[config.mk]
export PLATFORM = sky130hd
export DESIGN_NAME = resource_map_next_fit_allocator
export DESIGN_NICKNAME = d
export VERILOG_FILES = /design/src/hdl/rmnf_pkg.sv /design/src/hdl/rmnf_ctrl.sv /design/src/hdl/rmnf_dpath.sv /design/src/hdl/resource_map_next_fit_allocator.sv
export SDC_FILE = /design/constraint.sdc
export NUM_CORES = 2
export LEC_CHECK = 0
export ABC_CLOCK_PERIOD_IN_PS = 16200
export BUFFER_PORTS_ARGS = -buffer_cell sky130_fd_sc_hd__buf_2
export CORE_AREA = 2 2 482 484
export CTS_CLUSTER_SIZE = 28
export DETAILED_ROUTE_END_ITERATION = 10
export DIE_AREA = 0 0 484 486
export PLACE_DENSITY = 0.7
export SYNTH_ARGS = -nofsm -noshare
export SYNTH_HDL_FRONTEND = slang
export SYNTH_HIERARCHICAL = 1
export SYNTH_SLANG_ARGS = --single-unit
[constraint.sdc]
create_clock -name clk -period 16.2 [get_ports clk]
set_input_delay 1.62 -clock clk [delete_from_list [all_inputs] [get_ports clk]]
set_output_delay 1.62 -clock clk [all_outputs]
set_load 0.01 [all_outputs]
[src/hdl/rmnf_pkg.sv]
// Shared types and constants of the next-fit resource map allocator.
// No dependencies; used by the controller, the datapath, the top level and the checker.
package rmnf_pkg;

	localparam int FIELD_W  = 16;
	localparam int STATUS_W = 3;

	localparam logic [FIELD_W-1:0] DEFAULT_REGION = 16'd1000;

	// Request commands.
	localparam logic CMD_ALLOC = 1'b0;
	localparam logic CMD_FREE  = 1'b1;

	// Result status codes.
	localparam logic [STATUS_W-1:0] STS_OK         = 3'd0;
	localparam logic [STATUS_W-1:0] STS_NO_SPACE   = 3'd1;
	localparam logic [STATUS_W-1:0] STS_BAD_ADDR   = 3'd2;
	localparam logic [STATUS_W-1:0] STS_TOO_BIG    = 3'd3;
	localparam logic [STATUS_W-1:0] STS_TABLE_FULL = 3'd4;

	typedef enum logic [3:0] {
		ST_INIT,
		ST_IDLE,
		ST_CHECK,
		ST_SCAN,
		ST_RDL,
		ST_RDR,
		ST_NB,
		ST_PLAN,
		ST_ROUTE,
		ST_SHIFT,
		ST_WA,
		ST_WB,
		ST_DONE
	} state_t;

	// Commands from the controller to the datapath.
	typedef struct packed {
		logic init;
		logic cfg_wr;
		logic load_req;
		logic check;
		logic scan;
		logic rd_left;
		logic rd_right;
		logic nb_cap;
		logic plan;
		logic shift;
		logic wr_a;
		logic wr_b;
	} dp_cmd_t;

	// Status from the datapath to the controller.
	typedef struct packed {
		logic alloc_zero;
		logic scan_hit;
		logic scan_miss;
		logic act;
		logic shift_any;
		logic shift_done;
		logic wb_en;
	} dp_stat_t;

endpackage

[src/hdl/rmnf_ctrl.sv]
// Controller state machine of the next-fit resource map allocator.
// Depends on rmnf_pkg for the state type and the command and status structs.
module rmnf_ctrl
	import rmnf_pkg::*;
(
	input  logic     clk,
	input  logic     arst_n,
	input  logic     start,
	input  logic     cfg_valid,
	input  dp_stat_t stat,
	output logic     busy,
	output logic     done,
	output logic     cfg_ready,
	output dp_cmd_t  cmd
);

	state_t state_q;
	state_t state_d;

	// State register; reset starts with the table initialization.
	always_ff @(posedge clk or negedge arst_n) begin
		if (!arst_n) begin
			state_q <= ST_INIT;
		end else begin
			state_q <= state_d;
		end
	end

	// Next-state logic.
	always_comb begin
		state_d = state_q;
		case (state_q)
			ST_INIT: state_d = ST_IDLE;
			ST_IDLE: begin
				if (start) begin
					state_d = ST_CHECK;
				end else if (cfg_valid) begin
					state_d = ST_INIT;
				end
			end
			ST_CHECK: state_d = stat.alloc_zero ? ST_DONE : ST_SCAN;
			ST_SCAN: begin
				if (stat.scan_hit) begin
					state_d = ST_RDL;
				end else if (stat.scan_miss) begin
					state_d = ST_DONE;
				end
			end
			ST_RDL:  state_d = ST_RDR;
			ST_RDR:  state_d = ST_NB;
			ST_NB:   state_d = ST_PLAN;
			ST_PLAN: state_d = ST_ROUTE;
			ST_ROUTE: begin
				if (!stat.act) begin
					state_d = ST_DONE;
				end else if (stat.shift_any) begin
					state_d = ST_SHIFT;
				end else begin
					state_d = ST_WA;
				end
			end
			ST_SHIFT: state_d = stat.shift_done ? ST_WA : ST_SHIFT;
			ST_WA:    state_d = stat.wb_en ? ST_WB : ST_DONE;
			ST_WB:    state_d = ST_DONE;
			ST_DONE:  state_d = ST_IDLE;
			default:  state_d = ST_INIT;
		endcase
	end

	// Output logic: at most one datapath command per state.
	always_comb begin
		cmd       = '0;
		busy      = 1'b1;
		done      = 1'b0;
		cfg_ready = 1'b0;
		case (state_q)
			ST_INIT: cmd.init = 1'b1;
			ST_IDLE: begin
				busy         = 1'b0;
				cfg_ready    = !start;
				cmd.load_req = start;
				cmd.cfg_wr   = cfg_valid && !start;
			end
			ST_CHECK: cmd.check    = 1'b1;
			ST_SCAN:  cmd.scan     = 1'b1;
			ST_RDL:   cmd.rd_left  = 1'b1;
			ST_RDR:   cmd.rd_right = 1'b1;
			ST_NB:    cmd.nb_cap   = 1'b1;
			ST_PLAN:  cmd.plan     = 1'b1;
			ST_ROUTE: cmd          = '0;
			ST_SHIFT: cmd.shift    = 1'b1;
			ST_WA:    cmd.wr_a     = 1'b1;
			ST_WB:    cmd.wr_b     = 1'b1;
			ST_DONE:  done         = 1'b1;
			default:  cmd          = '0;
		endcase
	end

endmodule

[src/hdl/rmnf_dpath.sv]
// Datapath of the next-fit resource map allocator: segment table memory,
// scan and shift engines, plan logic and result registers.
// Depends on rmnf_pkg for constants and the command and status structs.
module rmnf_dpath
	import rmnf_pkg::*;
#(
	parameter int MAX_SEGMENTS = 64,
	parameter int ADDR_BITS    = 16
) (
	input  logic                clk,
	input  logic                arst_n,
	input  dp_cmd_t             cmd,
	output dp_stat_t            stat,
	input  logic [FIELD_W-1:0]  cfg_data,
	input  logic                command,
	input  logic [FIELD_W-1:0]  size,
	input  logic [FIELD_W-1:0]  address,
	output logic [STATUS_W-1:0] status,
	output logic [FIELD_W-1:0]  start_res
);

	localparam int IW = $clog2(MAX_SEGMENTS);
	localparam int CW = $clog2(MAX_SEGMENTS + 1);
	localparam int SW = CW + 1;
	localparam int WW = (ADDR_BITS > FIELD_W) ? ADDR_BITS : FIELD_W;

	typedef struct packed {
		logic                 used;
		logic [ADDR_BITS-1:0] len;
		logic [ADDR_BITS-1:0] base;
	} ent_t;

	// Segment table memory with registered read data.
	ent_t mem_q [MAX_SEGMENTS];
	ent_t rdata_q;
	logic          mem_we;
	logic [IW-1:0] mem_wa;
	ent_t          mem_wd;
	logic [IW-1:0] mem_ra;

	// Configuration, request and table bookkeeping.
	logic [FIELD_W-1:0] region_q;
	logic               req_cmd_q;
	logic [FIELD_W-1:0] req_size_q;
	logic [FIELD_W-1:0] req_addr_q;
	logic [CW-1:0]      count_q;
	logic [IW-1:0]      rover_q;

	// Scan engine.
	logic [IW-1:0] scan_addr_q;
	logic [CW-1:0] scan_n_q;
	logic          scan_v_s1;
	logic [IW-1:0] scan_idx_s1;
	logic          scan_match;

	// Found segment and its neighbors.
	logic [IW-1:0] fi_q;
	ent_t          fe_q;
	ent_t          left_q;
	ent_t          right_q;

	// Registered plan.
	logic                pl_act_q;
	logic                pl_shift_q;
	logic                pl_wb_q;
	logic [IW-1:0]       pl_wa_addr_q;
	ent_t                pl_wa_data_q;
	logic [IW-1:0]       pl_wb_addr_q;
	ent_t                pl_wb_data_q;

	// Shift engine.
	logic          sh_up_q;
	logic          sh_d2_q;
	logic [SW-1:0] sh_src_q;
	logic [SW-1:0] sh_left_q;
	logic          sh_v_s1;
	logic [IW-1:0] sh_dst_s1;

	// Result registers.
	logic [STATUS_W-1:0] res_status_q;
	logic [FIELD_W-1:0]  res_start_q;

	// Plan terms.
	logic [WW-1:0]        size_w;
	logic [WW-1:0]        len_w;
	logic [ADDR_BITS-1:0] sz_a;
	logic                 size_zero;
	logic                 is_alloc;
	logic                 full;
	logic                 has_left;
	logic                 has_right;
	logic                 lf;
	logic                 rf;
	logic [SW-1:0]        cnt_s;
	logic [SW-1:0]        fi_s;
	logic [SW-1:0]        dn1_src;
	logic [SW-1:0]        dn2_src;
	logic [IW-1:0]        rov_inc;
	logic [IW-1:0]        rov_dec;

	logic [STATUS_W-1:0]  p_status;
	logic                 p_act;
	logic                 p_shift;
	logic                 p_up;
	logic                 p_d2;
	logic [SW-1:0]        p_src;
	logic [SW-1:0]        p_moves;
	logic [IW-1:0]        p_wa_addr;
	ent_t                 p_wa_data;
	logic                 p_wb;
	logic [IW-1:0]        p_wb_addr;
	ent_t                 p_wb_data;
	logic [CW-1:0]        p_count;
	logic [IW-1:0]        p_rover;

	assign size_w    = WW'(req_size_q);
	assign len_w     = WW'(fe_q.len);
	assign sz_a      = ADDR_BITS'(req_size_q);
	assign size_zero = (req_size_q == '0);
	assign is_alloc  = (req_cmd_q == CMD_ALLOC);
	assign full      = (count_q == CW'(MAX_SEGMENTS));
	assign cnt_s     = SW'(count_q);
	assign fi_s      = SW'(fi_q);
	assign has_left  = (fi_q != '0);
	assign has_right = ((fi_s + SW'(1)) < cnt_s);
	assign lf        = has_left && !left_q.used;
	assign rf        = has_right && !right_q.used;
	assign dn1_src   = fi_s + SW'(1);
	assign dn2_src   = fi_s + SW'(2);
	assign rov_inc   = (rover_q >= fi_q) ? (rover_q + IW'(1)) : rover_q;
	assign rov_dec   = (rover_q >= fi_q) ? (rover_q - IW'(1)) : rover_q;

	// Scan match: a free segment large enough, or a used segment at the address.
	always_comb begin
		if (is_alloc) begin
			scan_match = !rdata_q.used && (WW'(rdata_q.len) >= size_w);
		end else begin
			scan_match = rdata_q.used && (WW'(rdata_q.base) == WW'(req_addr_q));
		end
	end

	// Plan of the table update for the found segment.
	always_comb begin
		p_status  = STS_OK;
		p_act     = 1'b0;
		p_shift   = 1'b0;
		p_up      = 1'b0;
		p_d2      = 1'b0;
		p_src     = '0;
		p_moves   = '0;
		p_wa_addr = fi_q;
		p_wa_data = fe_q;
		p_wb      = 1'b0;
		p_wb_addr = fi_q + IW'(1);
		p_wb_data = fe_q;
		p_count   = count_q;
		p_rover   = rover_q;
		if (is_alloc) begin
			if (len_w == size_w) begin
				// Exact fit: mark used in place.
				p_act          = 1'b1;
				p_wa_data.used = 1'b1;
				p_rover        = fi_q;
			end else if (full) begin
				p_status = STS_TABLE_FULL;
			end else begin
				// Split: used front, free remainder behind it.
				p_act          = 1'b1;
				p_shift        = 1'b1;
				p_up           = 1'b1;
				p_src          = cnt_s - SW'(1);
				p_moves        = cnt_s - fi_s;
				p_wa_data.used = 1'b1;
				p_wa_data.len  = sz_a;
				p_wb           = 1'b1;
				p_wb_data.used = 1'b0;
				p_wb_data.len  = fe_q.len - sz_a;
				p_wb_data.base = fe_q.base + sz_a;
				p_count        = count_q + CW'(1);
				p_rover        = fi_q + IW'(1);
			end
		end else if (size_w > len_w) begin
			p_status = STS_TOO_BIG;
		end else if (size_zero) begin
			p_status = STS_OK;
		end else if (size_w == len_w) begin
			p_act = 1'b1;
			if (rf && lf) begin
				// Merge with both neighbors into the left one.
				p_wa_addr     = fi_q - IW'(1);
				p_wa_data     = left_q;
				p_wa_data.len = left_q.len + fe_q.len + right_q.len;
				p_shift       = (dn2_src < cnt_s);
				p_d2          = 1'b1;
				p_src         = dn2_src;
				p_moves       = (dn2_src < cnt_s) ? (cnt_s - dn2_src) : '0;
				p_count       = count_q - CW'(2);
				p_rover       = fi_q - IW'(1);
			end else if (rf) begin
				// Merge with the right neighbor.
				p_wa_data.used = 1'b0;
				p_wa_data.len  = fe_q.len + right_q.len;
				p_shift        = (dn2_src < cnt_s);
				p_src          = dn2_src;
				p_moves        = (dn2_src < cnt_s) ? (cnt_s - dn2_src) : '0;
				p_count        = count_q - CW'(1);
				p_rover        = fi_q;
			end else if (lf) begin
				// Merge into the left neighbor.
				p_wa_addr     = fi_q - IW'(1);
				p_wa_data     = left_q;
				p_wa_data.len = left_q.len + fe_q.len;
				p_shift       = (dn1_src < cnt_s);
				p_src         = dn1_src;
				p_moves       = (dn1_src < cnt_s) ? (cnt_s - dn1_src) : '0;
				p_count       = count_q - CW'(1);
				p_rover       = rov_dec;
			end else begin
				p_wa_data.used = 1'b0;
			end
		end else if (lf) begin
			// Partial free handed to the free left neighbor.
			p_act          = 1'b1;
			p_wa_addr      = fi_q - IW'(1);
			p_wa_data      = left_q;
			p_wa_data.len  = left_q.len + sz_a;
			p_wb           = 1'b1;
			p_wb_addr      = fi_q;
			p_wb_data.len  = fe_q.len - sz_a;
			p_wb_data.base = fe_q.base + sz_a;
		end else if (full) begin
			p_status = STS_TABLE_FULL;
		end else begin
			// Partial free split off as a new free segment in front.
			p_act          = 1'b1;
			p_shift        = 1'b1;
			p_up           = 1'b1;
			p_src          = cnt_s - SW'(1);
			p_moves        = cnt_s - fi_s;
			p_wa_data.used = 1'b0;
			p_wa_data.len  = sz_a;
			p_wb           = 1'b1;
			p_wb_data.used = 1'b1;
			p_wb_data.len  = fe_q.len - sz_a;
			p_wb_data.base = fe_q.base + sz_a;
			p_count        = count_q + CW'(1);
			p_rover        = rov_inc;
		end
	end

	// Memory read address selection.
	always_comb begin
		mem_ra = scan_addr_q;
		if (cmd.rd_left) begin
			mem_ra = fi_q - IW'(1);
		end else if (cmd.rd_right) begin
			mem_ra = fi_q + IW'(1);
		end else if (cmd.shift) begin
			mem_ra = sh_src_q[IW-1:0];
		end
	end

	// Memory write selection.
	always_comb begin
		mem_we = 1'b0;
		mem_wa = pl_wa_addr_q;
		mem_wd = pl_wa_data_q;
		if (cmd.init) begin
			mem_we = 1'b1;
			mem_wa = '0;
			mem_wd = '{used: 1'b0, len: ADDR_BITS'(region_q), base: '0};
		end else if (cmd.shift) begin
			mem_we = sh_v_s1;
			mem_wa = sh_dst_s1;
			mem_wd = rdata_q;
		end else if (cmd.wr_a) begin
			mem_we = 1'b1;
		end else if (cmd.wr_b) begin
			mem_we = 1'b1;
			mem_wa = pl_wb_addr_q;
			mem_wd = pl_wb_data_q;
		end
	end

	// Segment table storage.
	always_ff @(posedge clk) begin
		if (mem_we) begin
			mem_q[mem_wa] <= mem_wd;
		end
		rdata_q <= mem_q[mem_ra];
	end

	// Control state: region, count, rover, scan and shift valid flags and counters, plan flags.
	always_ff @(posedge clk or negedge arst_n) begin
		if (!arst_n) begin
			region_q   <= DEFAULT_REGION;
			count_q    <= CW'(1);
			rover_q    <= '0;
			scan_v_s1  <= 1'b0;
			scan_n_q   <= '0;
			sh_v_s1    <= 1'b0;
			sh_left_q  <= '0;
			pl_act_q   <= 1'b0;
			pl_shift_q <= 1'b0;
			pl_wb_q    <= 1'b0;
		end else begin
			if (cmd.cfg_wr) begin
				region_q <= cfg_data;
			end
			if (cmd.init) begin
				count_q <= CW'(1);
				rover_q <= '0;
			end
			// Scan start: allocate runs from the rover, free from entry zero.
			if (cmd.check) begin
				scan_n_q  <= '0;
				scan_v_s1 <= 1'b0;
				if (is_alloc && !size_zero && (CW'(rover_q) >= count_q)) begin
					rover_q <= '0;
				end
			end
			// One table read issued per cycle, wrapping at the fill count.
			if (cmd.scan) begin
				if (scan_n_q != count_q) begin
					scan_n_q  <= scan_n_q + CW'(1);
					scan_v_s1 <= 1'b1;
				end else begin
					scan_v_s1 <= 1'b0;
				end
			end
			if (cmd.plan) begin
				pl_act_q   <= p_act && (p_status == STS_OK);
				pl_shift_q <= p_shift && (p_status == STS_OK);
				pl_wb_q    <= p_wb;
				sh_left_q  <= (p_shift && (p_status == STS_OK)) ? p_moves : '0;
				if (p_act && (p_status == STS_OK)) begin
					count_q <= p_count;
					rover_q <= p_rover;
				end
			end
			// Shift engine: read one entry per cycle, write it in the following cycle.
			if (cmd.shift) begin
				if (sh_left_q != '0) begin
					sh_left_q <= sh_left_q - SW'(1);
					sh_v_s1   <= 1'b1;
				end else begin
					sh_v_s1 <= 1'b0;
				end
			end else begin
				sh_v_s1 <= 1'b0;
			end
		end
	end

	// Payload registers.
	always_ff @(posedge clk) begin
		if (cmd.load_req) begin
			req_cmd_q    <= command;
			req_size_q   <= size;
			req_addr_q   <= address;
			res_status_q <= STS_OK;
			res_start_q  <= '0;
		end
		if (cmd.check) begin
			if (is_alloc) begin
				scan_addr_q <= (CW'(rover_q) >= count_q) ? '0 : rover_q;
			end else begin
				scan_addr_q <= '0;
			end
			if (is_alloc && size_zero) begin
				res_status_q <= STS_NO_SPACE;
			end
		end
		if (cmd.scan) begin
			scan_idx_s1 <= scan_addr_q;
			if (scan_addr_q == IW'(count_q - CW'(1))) begin
				scan_addr_q <= '0;
			end else begin
				scan_addr_q <= scan_addr_q + IW'(1);
			end
			if (scan_v_s1 && scan_match) begin
				fi_q <= scan_idx_s1;
				fe_q <= rdata_q;
			end else if (!scan_v_s1 && (scan_n_q == count_q)) begin
				res_status_q <= is_alloc ? STS_NO_SPACE : STS_BAD_ADDR;
			end
		end
		if (cmd.rd_right) begin
			left_q <= rdata_q;
		end
		if (cmd.nb_cap) begin
			right_q <= rdata_q;
		end
		if (cmd.plan) begin
			pl_wa_addr_q <= p_wa_addr;
			pl_wa_data_q <= p_wa_data;
			pl_wb_addr_q <= p_wb_addr;
			pl_wb_data_q <= p_wb_data;
			sh_up_q      <= p_up;
			sh_d2_q      <= p_d2;
			sh_src_q     <= p_src;
			res_status_q <= p_status;
			if (is_alloc && (p_status == STS_OK)) begin
				res_start_q <= FIELD_W'(fe_q.base);
			end
		end
		if (cmd.shift && (sh_left_q != '0)) begin
			if (sh_up_q) begin
				sh_dst_s1 <= IW'(sh_src_q + SW'(1));
				sh_src_q  <= sh_src_q - SW'(1);
			end else begin
				sh_dst_s1 <= IW'(sh_src_q - (sh_d2_q ? SW'(2) : SW'(1)));
				sh_src_q  <= sh_src_q + SW'(1);
			end
		end
	end

	// Status to the controller.
	always_comb begin
		stat.alloc_zero = is_alloc && size_zero;
		stat.scan_hit   = scan_v_s1 && scan_match;
		stat.scan_miss  = !scan_v_s1 && (scan_n_q == count_q);
		stat.act        = pl_act_q;
		stat.shift_any  = pl_shift_q;
		stat.shift_done = (sh_left_q == '0) && !sh_v_s1;
		stat.wb_en      = pl_wb_q;
	end

	assign status    = res_status_q;
	assign start_res = res_start_q;

endmodule

[src/hdl/resource_map_next_fit_allocator.sv]
// Top level of the next-fit resource map allocator.
// Depends on rmnf_pkg, rmnf_ctrl and rmnf_dpath.
//
//  channel   | handshake                 | payload
//  ----------+---------------------------+------------------------------
//  config    | cfg_valid / cfg_ready     | cfg_data (region_size)
//  request   | start, taken when !busy   | command, size, address
//  result    | done, one-cycle strobe    | status, start_res
//
// A request lasts longer for each table entry scanned and each entry moved; the
// segment table memory has one read and one write port, one access each per cycle.
// After reset and after each region_size write the table is rebuilt while busy is
// high. Results cannot be stalled; done is high one cycle.
module resource_map_next_fit_allocator
	import rmnf_pkg::*;
#(
	parameter int MAX_SEGMENTS = 64,
	parameter int ADDR_BITS    = 16
) (
	input  logic                clk,
	input  logic                arst_n,
	input  logic                cfg_valid,
	output logic                cfg_ready,
	input  logic [FIELD_W-1:0]  cfg_data,
	input  logic                start,
	output logic                busy,
	input  logic                command,
	input  logic [FIELD_W-1:0]  size,
	input  logic [FIELD_W-1:0]  address,
	output logic                done,
	output logic [STATUS_W-1:0] status,
	output logic [FIELD_W-1:0]  start_res
);

	dp_cmd_t  cmd;
	dp_stat_t stat;

	// Sequencer.
	rmnf_ctrl u_ctrl (
		.clk       (clk),
		.arst_n    (arst_n),
		.start     (start),
		.cfg_valid (cfg_valid),
		.stat      (stat),
		.busy      (busy),
		.done      (done),
		.cfg_ready (cfg_ready),
		.cmd       (cmd)
	);

	// Table and arithmetic.
	rmnf_dpath #(
		.MAX_SEGMENTS (MAX_SEGMENTS),
		.ADDR_BITS    (ADDR_BITS)
	) u_dpath (
		.clk       (clk),
		.arst_n    (arst_n),
		.cmd       (cmd),
		.stat      (stat),
		.cfg_data  (cfg_data),
		.command   (command),
		.size      (size),
		.address   (address),
		.status    (status),
		.start_res (start_res)
	);

endmodule

Yosys cells after proc, flatten, opt, wreduce, memory -nomap -nowiden
Memories as Yosys holds them, arrays and structs flattened. A register that Yosys moved wholly into a read port is not among the register bits.
Cells that the tools add are included.
W data, S select, Z words.
{ "word_totals": {"mem_count": 1, "word_cells": 337, "inputBits": 53, "reg_bits": 300, "out_inout_bits": 22, "ram_bits": 2112} }
{ "classes": {"n_lt_le_gt_ge": 6, "mux": 197, "addsub": 25, "bitwise_logic": 2, "n_reduce_logical": 37, "n_eq_ne": 30} }
{ "mem_list": {"columns": ["name", "depth", "width", "rd", "rd_clocked_by_memory_dff", "wr", "line", "source"], "rows": [
  ["u_dpath.mem_q", 64, 33, 1, 1, 1, "rmnf_dpath.sv:34", "ent_t mem_q [MAX_SEGMENTS];"]
]} }
{ "ops": {"columns": ["operator", "n"], "rows": [
  ["$mux W33", 15],
  ["$mux W6", 43],
  ["$mux W8", 29],
  ["$mux W16", 7],
  ["$mux W7", 16],
  ["$mux W17", 5],
  ["$add A16 B16 Y16", 5],
  ["$mux W32", 2],
  ["$mux W1", 53],
  ["$eq A16 B16 Y1", 3],
  ["$pmux W4 S12", 1],
  ["$mux W3", 15],
  ["$mux W4", 6],
  ["$eq A4 B4 Y1 const B", 5],
  ["$add A6 B1 Y6 const B", 3],
  ["$eq A4 B3 Y1 const B", 4],
  ["$ge A16 B16 Y1", 1],
  ["$gt A16 B16 Y1", 1],
  ["$logic_and A1 B1 Y1", 16],
  ["$logic_not A16 Y1", 1],
  ["$lt A8 B7 Y1", 2],
  ["$sub A16 B16 Y16", 1],
  ["$sub A7 B8 Y8", 2],
  ["$sub A8 B1 Y8 const B", 2],
  ["39 further kinds", 59]
]} }

Logic depth before layout (Yosys ltp)
{ "logic_depth": {"word_depth": 14, "depth_mapped": 20, "mapped_depth_nobuf": 20} }

By module
Netlist, hierarchy kept.
{ "modules_own_cells": {"columns": ["mod", "n_inst", "cells_per_inst", "seq_area_each_um2", "area_per_inst_um2"], "rows": [
  ["rmnf_dpath", 1, 5826, 72483.3, 102841.1],
  ["rmnf_ctrl", 1, 59, 100.1, 406.6]
]} }

Worst setup path after synthesis
Ideal clock, no wire load.
{ "synth_path": {"path_type": "flip-flop to flip-flop", "start": "register u_ctrl.state_q[0]", "end": "register u_dpath.res_start_q[11] (netlist: u_dpath/start_res[11])", "path_stages_with_launch": 9, "setup_time_ns": 0.130, "path_slack_ns": 10.557, "synth_period_minus_slack_ns": 5.643, "arrival_ns": 5.513, "t_required_ns": 16.070, "n_path_buf": 3, "path_cell_list": "dfrtp_1 > clkbuf_1 > nand2_1 > nor2_1 > clkbuf_1 > inv_1 > a211oi_1 > clkbuf_1 > o21ai_0"} }
{ "synth_rtl": {"columns": ["item", "line", "source"], "rows": [
  ["start: declaration", "rmnf_ctrl.sv:17", "state_t state_q;"],
  ["start signal: assignment", "rmnf_ctrl.sv:25", "state_q <= state_d;"],
  ["end signal: assignment", "rmnf_dpath.sv:404", "res_start_q <= FIELD_W'(fe_q.base);"],
  ["end: declaration", "rmnf_dpath.sv:81", "logic [FIELD_W-1:0] res_start_q;"]
]} }

==> results.py <==
metrics = {
    "logic_synthesis": {
        "syn_nets": 6108,
        "syn_area_um2": 103000,
        "synth_area_per_cell_um2": 17.5,
        "synthCells": 5885,
        "yosysTopAreaCell": "edfxtp_1",
        "synthTopCellsByArea": "edfxtp_1 (68%), mux4_2 (12%), ha_1 (1.9%)",
        "synth_top_area_share_pct": 68.0,
        "ys_seq_area_share_pct": 70.3,
        "synth_ff_type": "edfxtp_1",
        "ys_types": 104,
        "synth_edf_count": 2338,
        "yosys_warnings": 6,
        "synth_most_common_cell": "edfxtp_1",
        "async_reset_ff_share_pct": 2.17,
        "synth_seq_cells": 2443,
        "synth_commonest_cells": "edfxtp_1 (2338), mux4_2 (534), a21oi_1 (308)",
    },
    "sta": {
        "hold_viol": 0,
        "post-route-min-period_ns": 7.12,
        "timing.hold.ws_ns": 0.418,
        "fin_skew_ns": 0.0941,
        "tightestPinTransition_ns": 1.35,
        "rsz0062_at_grt": "false",
        "max_freq_ghz": 0.140,
        "fin_crit_sh_pct": 44.0,
        "fin_tns_setup_ns": 0,
        "slew_headroom_pct": 9.15,
        "setup_violations": 0,
        "drv_slew": 0,
        "fin_ws_ns": 9.08,
    },
    "routing": {
        "ant_nets": 0,
        "vias": 57200,
        "wl_per_cell_um": 29.8,
        "firstDrtPassIters": 6,
        "wl_um": 276000,
        "drc_errors": 0,
        "vias_per_cell": 6.17,
        "drt-initial-drc-count": 7260,
    },
    "die": {
        "io_pins": 75,
        "coreArea_um2": 229000,
        "die_x_um": 484,
        "rows": 176,
        "fp.dieH_um": 486,
        "die-area_um2": 235000,
        "start_util_pct": 45.0,
    },
    "layout": {
        "final_nets": 6264,
        "drive_gt1_share_pct": 20.9,
        "multiInputGateArea_um2": 29800,
        "area_growth_pct": 12.5,
        "regArea_um2": 72600,
        "n_fill_cell": 18400,
    },
    "clock_tree": {
        "clk_latency_ns": 0.89,
        "cts_resized": 0,
        "cts_buffers": 230,
        "cts_buffer_depth": 3,
        "clock-sinks": 2443,
        "cts_max_level": 4,
        "hold_buffers": 0,
        "cts_setup_buffers": 0,
        "path_clk_slew_ns": 0.07,
        "cts_tree": "done",
        "cts_root_buf": "clkbuf_16",
    },
    "place": {
        "place_ws_ns": 9.26,
        "port_buffers": 74,
        "post-dp-hpwl_um": 159000,
        "gp_congestion": 0.930,
    },
    "global_routing": {
        "grt.total_usage_pct": 23.2,
        "grt_pass1_vias": 56600,
        "grt_pass1_wl_um": 398000,
        "busiest_layer": "met2",
        "grt_max_degree": 140,
        "grt_overflow": 0,
        "grtUsageMet3_pct": 5.03,
        "antenna_found_initial": 5,
        "met2_usage_pct": 37.2,
        "grt_use_met1_pct": 31.7,
    },
    "run": {
        "cap_viol_max_count": 0,
    },
    "worst_setup_path": {
        "start_kind": "flip-flop",
        "cp-end-kind": "flip-flop",
        "critPathArrivalTime_ns": 7.83,
        "criticalPathCategory": "reg -> reg",
        "required_ns": 16.91,
        "critPathMaxFanout": 124,
    },
    "pwr": {
        "power_frac_comb_pct": 36.6,
        "power_density_nw_per_um2": 194,
        "p_switching_mw": 8.09,
        "clkPwrFrac_pct": 24.7,
        "switching_share_pct": 36.0,
        "p_leak_nw": 37.5,
        "internal_power_mw": 14.4,
        "design_power_total_mw": 22.5,
        "ir_worst_vdd_uv": 169,
        "pwr-share-seq_pct": 38.8,
    },
    "run_status": {
        "status": "finished clean",
    },
    "min_path": {
        "hold_class": "reg -> reg",
    },
}
-- metal layers --
metal  vias to the layer above  share of wire [%]
met5                         -             0.0025
met4                         2                3.5
met3                       479                 10
met2                      2958                 47
met1                     29800                 39
li1                      24000                  -
-- sequential cells by signal (all words and copies together) (netlist names), 8 cells and up --
name	cells
u_dpath/start_res	16
u_dpath/len_w	16
u_dpath/req_size_q	16
u_dpath/mem_q	2112
u_dpath/pl_wa_data_q	33
u_dpath/rdata_q	33
u_dpath/left_q	33
u_dpath/pl_wb_data_q	33
u_dpath/fe_q	17
u_dpath/sh_left_q	8
u_dpath/region_q	16
u_dpath/req_addr_q	16
u_dpath/right_q	17
-- kinds of logic after synthesis --
logic type	after synthesis	share of synthesized area (%)
compound gates	1002	6.20
mux	742	13.7
fa+ha+maj	172	2.15
buf+inv	400	1.73
flops	2443	70.3
xor+xnor	166	1.46
simple gates	960	4.46
-- cell usage in the layout (no fill, tap or decap), types with 47 or more instances in the layout --
cell type     n
edfxtp_1   2338
o21ai_0     145
dfxtp_1      52
nor2_4       86
nand2_1     279
inv_1        75
nor3_1       52
xnor2_1     112
nand3_1      61
nor2b_1     153
mux2i_1     185
xor2_1       50
a211oi_1    252
buf_2        74
buf_4       162
nor2_1      185
mux4_2      534
a21o_1       47
clkbuf_16   232
a21oi_1     308
ha_1        160
-- layout make-up --
cell class / count / share of cell area [%]
Clock inverter: 146 / 1.50
Tap cell: 3026 / 3.26
Inverter: 81 / 0.264
Clock buffer: 290 / 5.29
Sequential cell: 2443 / 62.5
Timing Repair Buffer: 243 / 1.49
Antenna cell: 2 / 0.00431
Multi-Input combinational cell: 3042 / 25.7
-- per-stage QoR --
step	instance area [um^2]	util (%)	std cells
6_report	116000	50.6	9273
3_3_place_gp	108000	47.2	8835
5_1_grt	116000	50.6	9272
4_1_cts	116000	50.6	9271
3_5_place_dp	108000	47.2	8835
2_1_floorplan	103000	-	5885
-- critical path: stages, from the launching register on --
cell and delay, ns:
dfrtp_1 0.59, nand2b_1 0.38, nor2_4 0.06, buf_4 0.32
nor2b_1 0.28, nand2_1 0.08, o21ai_0 0.17, a21oi_4 0.72
buf_12 0.60, buf_4 0.72, buf_4 0.65, mux4_2 0.40
nor2b_1 0.14, a211oi_1 0.32, a21oi_1 0.09, a211oi_1 1.11
a21oi_1 0.07
-- power groups by stage --
stage / Sequential, mW / Combinational, mW / Clock (mW)
floorplan: 8.67 / 5.35 / 0
global placement: 8.81 / 8.04 / 0
detailed placement: 8.83 / 8.17 / 0
CTS: 8.69 / 8.20 / 5.61
global route: 8.74 / 8.70 / 5.86
finish: 8.72 / 8.23 / 5.55
-- final timing paths --
kind                                         from             endpoint  slack [ns]  cells past startpoint
max in group asynchronous                  arst_n  u_dpath/region_q[2]       14.76                      2
hold reg to reg            u_dpath/scan_idx_s1[3]      u_dpath/fi_q[3]        0.42                      0
setup reg to reg                u_ctrl/state_q[3]   u_dpath/rdata_q[7]        9.08                     16
setup / recovery                u_ctrl/state_q[3]   u_dpath/rdata_q[7]        9.08                     16
hold / removal             u_dpath/scan_idx_s1[3]      u_dpath/fi_q[3]        0.42                      0
min in group asynchronous                  arst_n    u_ctrl/state_q[1]        0.91                      2
Power figures use the tool's default switching activity.
